File: src/design/mmp_pkg.sv
`timescale 1ns / 1ps
// Shared constants and types for the Markov miss prefetcher.
// No dependencies.
package mmp_pkg;

    localparam int TABLE_ENTRIES_DEF = 16;
    localparam int SUCCESSORS_DEF    = 5;
    localparam int ADDR_WIDTH_DEF    = 48;

    localparam int            LINE_BYTES_W     = 13;
    localparam logic [12:0]   LINE_BYTES_RESET = 13'd64;

    localparam logic [1:0] CELL_HOLD  = 2'd0;
    localparam logic [1:0] CELL_SHIFT = 2'd1;
    localparam logic [1:0] CELL_LOAD  = 2'd2;

    typedef struct packed {
        logic [1:0] op;
        logic       cmp_en;
    } cell_ctl_t;

endpackage

File: src/design/mmp_cell.sv
`timescale 1ns / 1ps
// One table entry: tag, successor list and count, with tag compare.
// Depends on mmp_pkg.
module mmp_cell import mmp_pkg::*; #(
    parameter int SUCCESSORS = SUCCESSORS_DEF,
    parameter int ADDR_WIDTH = ADDR_WIDTH_DEF,
    localparam int CW = $clog2(SUCCESSORS + 1)
) (
    input  logic                         aclk,
    input  logic                         aresetn,
    input  cell_ctl_t                    ctl,
    input  logic [ADDR_WIDTH-1:0]        cmp_addr,
    input  logic                         sh_valid,
    input  logic [ADDR_WIDTH-1:0]        sh_tag,
    input  logic [CW-1:0]                sh_cnt,
    input  logic [SUCCESSORS*ADDR_WIDTH-1:0] sh_succ,
    input  logic                         ld_valid,
    input  logic [ADDR_WIDTH-1:0]        ld_tag,
    input  logic [CW-1:0]                ld_cnt,
    input  logic [SUCCESSORS*ADDR_WIDTH-1:0] ld_succ,
    output logic                         valid,
    output logic [ADDR_WIDTH-1:0]        tag,
    output logic [CW-1:0]                cnt,
    output logic [SUCCESSORS*ADDR_WIDTH-1:0] succ,
    output logic                         match
);

    logic                             valid_reg;
    logic [CW-1:0]                    cnt_reg;
    logic [ADDR_WIDTH-1:0]            tag_reg;
    logic [SUCCESSORS*ADDR_WIDTH-1:0] succ_reg;

    always_ff @(posedge aclk) begin
        if (!aresetn) begin
            valid_reg <= 1'b0;
            cnt_reg   <= '0;
        end else begin
            unique case (ctl.op)
                CELL_SHIFT: begin
                    valid_reg <= sh_valid;
                    cnt_reg   <= sh_cnt;
                end
                CELL_LOAD: begin
                    valid_reg <= ld_valid;
                    cnt_reg   <= ld_cnt;
                end
                default: ;
            endcase
        end
    end

    always_ff @(posedge aclk) begin
        unique case (ctl.op)
            CELL_SHIFT: begin
                tag_reg  <= sh_tag;
                succ_reg <= sh_succ;
            end
            CELL_LOAD: begin
                tag_reg  <= ld_tag;
                succ_reg <= ld_succ;
            end
            default: ;
        endcase
    end

    assign valid = valid_reg;
    assign tag   = tag_reg;
    assign cnt   = cnt_reg;
    assign succ  = succ_reg;
    assign match = ctl.cmp_en && valid_reg && (tag_reg == cmp_addr);

endmodule

File: config.mk
export PLATFORM = sky130hd
export DESIGN_NAME = mmp_cell
export DESIGN_NICKNAME = d
export VERILOG_FILES = /design/src/design/mmp_pkg.sv /design/src/design/mmp_cell.sv
export SDC_FILE = /design/constraint.sdc
export NUM_CORES = 1
export LEC_CHECK = 0
export BUFFER_PORTS_ARGS = -buffer_cell sky130_fd_sc_hd__buf_2
export CAP_MARGIN = 15
export CORE_AREA = 2 2 366 368
export CTS_BUF_LIST = sky130_fd_sc_hd__clkbuf_4 sky130_fd_sc_hd__clkbuf_8
export CTS_CLUSTER_SIZE = 24
export DETAILED_ROUTE_END_ITERATION = 10
export DIE_AREA = 0 0 368 370
export GPL_TIMING_DRIVEN = 0
export RECOVER_POWER = 25
export SYNTH_ARGS = -nofsm -noshare
export SYNTH_HDL_FRONTEND = slang
export SYNTH_SLANG_ARGS = --single-unit
File: constraint.sdc
create_clock -name aclk -period 8.98 [get_ports aclk]
set_input_delay 0.449 -clock aclk [delete_from_list [all_inputs] [get_ports aclk]]
set_output_delay 0.449 -clock aclk [all_outputs]
set_load 0.02 [all_outputs]
==> out/results.txt <==
Status: complete, but fails checks
Failing checks: capacitance limit, slew limit
Post-synthesis mux area share: 25.6%
Largest net degree at the start of global routing: 89
DIE AREA: 136000 µm²
Flop2flop setup slack: 7.82 ns
Finish-stage setup viols: 0
Final HPWL DP: 92.4 mm
Clock buffer depth: 3
# rows: 134
Routed WL: 110 mm
Mean post-synth cell area: 18.5 µm²
Main combinational cell family by area after synthesis: multiplexers
Yosys cell types: 19
Inserted Clock Buffers: 59
DR vias: 13.5k
Synth Instances: 693
Fill count: 14.4k
Max Fclk: 0.173 GHz
Port Buffer Count: 929
Hold WS: 0.118 ns
Grt total ovfl: 0
Fin. Hold Viols: 0
Area occupied by multi-input gates: 3890 µm²
Core Box Area: 132000 µm²
Adder-cell share of the synthesized area: 0.0974%
Worst slew margin: -237%
Xor/xnor share of the synthesized area: 3.27%
CTS root buf: clkbuf_8
Compound-Gate Fraction of Synth Area: 0.312%
Worst r2r src: cnt[0]
Crit path time final: 5.79 ns
DR WL/cell: 27.3 µm
Synthesized cell area: 12800 µm²
Layout cells sized above 1: 60.3%
Kind of end point of the critical path: flop
Data required time of the worst path: 9.16 ns
Synth Area in Simple Gates: 1.02%
Clk slew on worst S/H paths: 0.06 ns
Iter 0 DRT Violations: 762
Tightest Pin Transition: 5.05 ns
Nets: 2833
Pwr dens: 183 nW/µm²
Syn. warnings: 0
DP Area: 19800 µm²
WHS Path Cells: 4
Vias in the first global route: 13.7k
Largest register FFs: 240
Total power: 0.00480 W
Starting Density: 9.69%
CP startpoint: ctl[1]
IO Pins: 930
Max Slew Vio Count: 136
Reg2Reg Depth: 2
Hold Path Origin: ld_valid
Worst skew pair latency: 0.69 ns
Reg area: 8730 µm²
DRT Pass-1 Iters: 5
Hold endpoint: valid
Crit share post-route: 64.5%
First-pass GRT wire length: 136 mm
Critical path peak fanout: 88
HP Class: input pin to flop
Area Growth Syn to Fin: 105%
Number of max-cap violations: 2
Initial antenna violation count: 109
#FFs+latches synth: 292
DRC Markers: 0
Critical R2R Capture: cnt[0]
Die Wd: 368 µm
Data arrival, critical path: 5.97 ns
GR Util All Layers: 15.4%
Max rail drop VDD: 0.162 mV
Crit path launch type: input pin
Unrepaired setup endpoints after global routing: false
Crit Path Category: input pin to flop
GPL Wtd Cong: 0.871
Post-synthesis sequential area ratio: 68.0%
Post-CTS sizing: 0
# H-tree levels: 2
Die height: 370 µm
Cell area after layout: 26300 µm²
Clock Skew: 0 ns
Clk sink count: 292
Leakage: 10.9 nW
CTS tree: yes
Antenna viol nets, final: 0
Vias/cell: 3.35
Syn Nets: 1331
[critical path, cell delays in order]
cell and delay, ns:
buf_2 0.07, inv_1 0.03, ha_1 0.29, clkinvlp_2 1.32, clkbuf_1 3.59
[timing repair]
item                                   4_1_cts  5_1_grt
endpoints found under the hold margin      260        0
hold buffers                               509        0
buffers inserted                             0        0
[report_power, final]
group | switching (W) | total, W | internal (W) | leakage, nW
registers | 0.000111 | 0.00185 | 0.00174 | 2.85
logic | 0.000763 | 0.00129 | 0.000526 | 7.34
clock network | 0.000715 | 0.00166 | 0.000942 | 0.706
total | 0.00159 | 0.00480 | 0.00321 | 10.9
[area by class of cell]
| class | instances | area share, % |
|---|---|---|
| Multi-Input combinational cell | 366 | 14.8 |
| Antenna cell | 29 | 0.276 |
| Tap cell | 1768 | 8.42 |
| Clock inverter | 37 | 1.62 |
| Buffer | 33 | 0.824 |
| Timing Repair Buffer | 1441 | 37.3 |
| Clock buffer | 73 | 3.51 |
| Sequential cell | 292 | 33.2 |
| Inverter | 2 | 0.0333 |
[worst max-delay path by stage]
stage	endpoint	slack, ns	cells after the start
after floorplan	succ[0]	0.45	3
after global placement	succ[118]	-4.52	4
after detailed placement	succ[108]	5.61	7
after CTS	match	5.23	5
after global routing	succ[118]	2.88	5
final	succ[225]	3.19	5
[synthesized netlist by cell type]
master,number,share of area [%]
buf_2,11,0.43
buf_4,21,1.2
clkbuf_1,1,0.029
clkinv_1,1,0.029
dfxtp_1,4,0.62
edfxtp_1,288,67
ha_1,1,0.097
inv_1,1,0.029
mux2_2,288,25
mux2i_1,4,0.31
nand2_1,4,0.12
nand3_1,1,0.039
nand4_1,3,0.15
nor3_1,1,0.039
nor4_1,10,0.49
nor4_2,2,0.19
o211a_1,4,0.31
xnor2_1,1,0.068
xor2_1,47,3.2
[cells by family after synthesis]
logic type,Yosys count
fa+ha+maj,1
compound gates,4
mux,292
xor+xnor,48
simple gates,21
buf+inv,35
flops,292
[cells in the final DEF (no fill, tap or decap), types with 3 or more instances in the layout]
master         instances
diode_2               29
dlygate4sd3_1        509
buf_2                940
xor2_1                47
buf_4                 21
edfxtp_1             288
bufinv_16              9
clkbuf_4              13
nor4_1                10
clkinv_1              10
dfxtp_1                4
mux2_2               288
nand2_1                4
clkbuf_8              60
clkinv_2              13
o211a_1                4
nand4_1                3
mux2i_1                4
[routing by layer]
layer	track usage (%)	share of wire, %	up-vias
li1	-	-	5768
met1	18.5	40	6557
met2	24.8	45	855
met3	5.72	9.4	307
met4	5.87	4.9	60
met5	0	0.37	-
[per-stage QoR]
stage	instances	util [%]	worst slack (ns)	setup TNS, ns
2_1_floorplan	693	-	0.454	0
3_3_place_gp	3390	14.9	-4.52	-1302.08
3_5_place_dp	3393	14.9	5.61	0
4_1_cts	4012	19.8	5.23	0
5_1_grt	4026	19.8	2.88	0
6_report	4041	19.8	3.19	0
No activity file was read; power rests on OpenSTA's default activity.
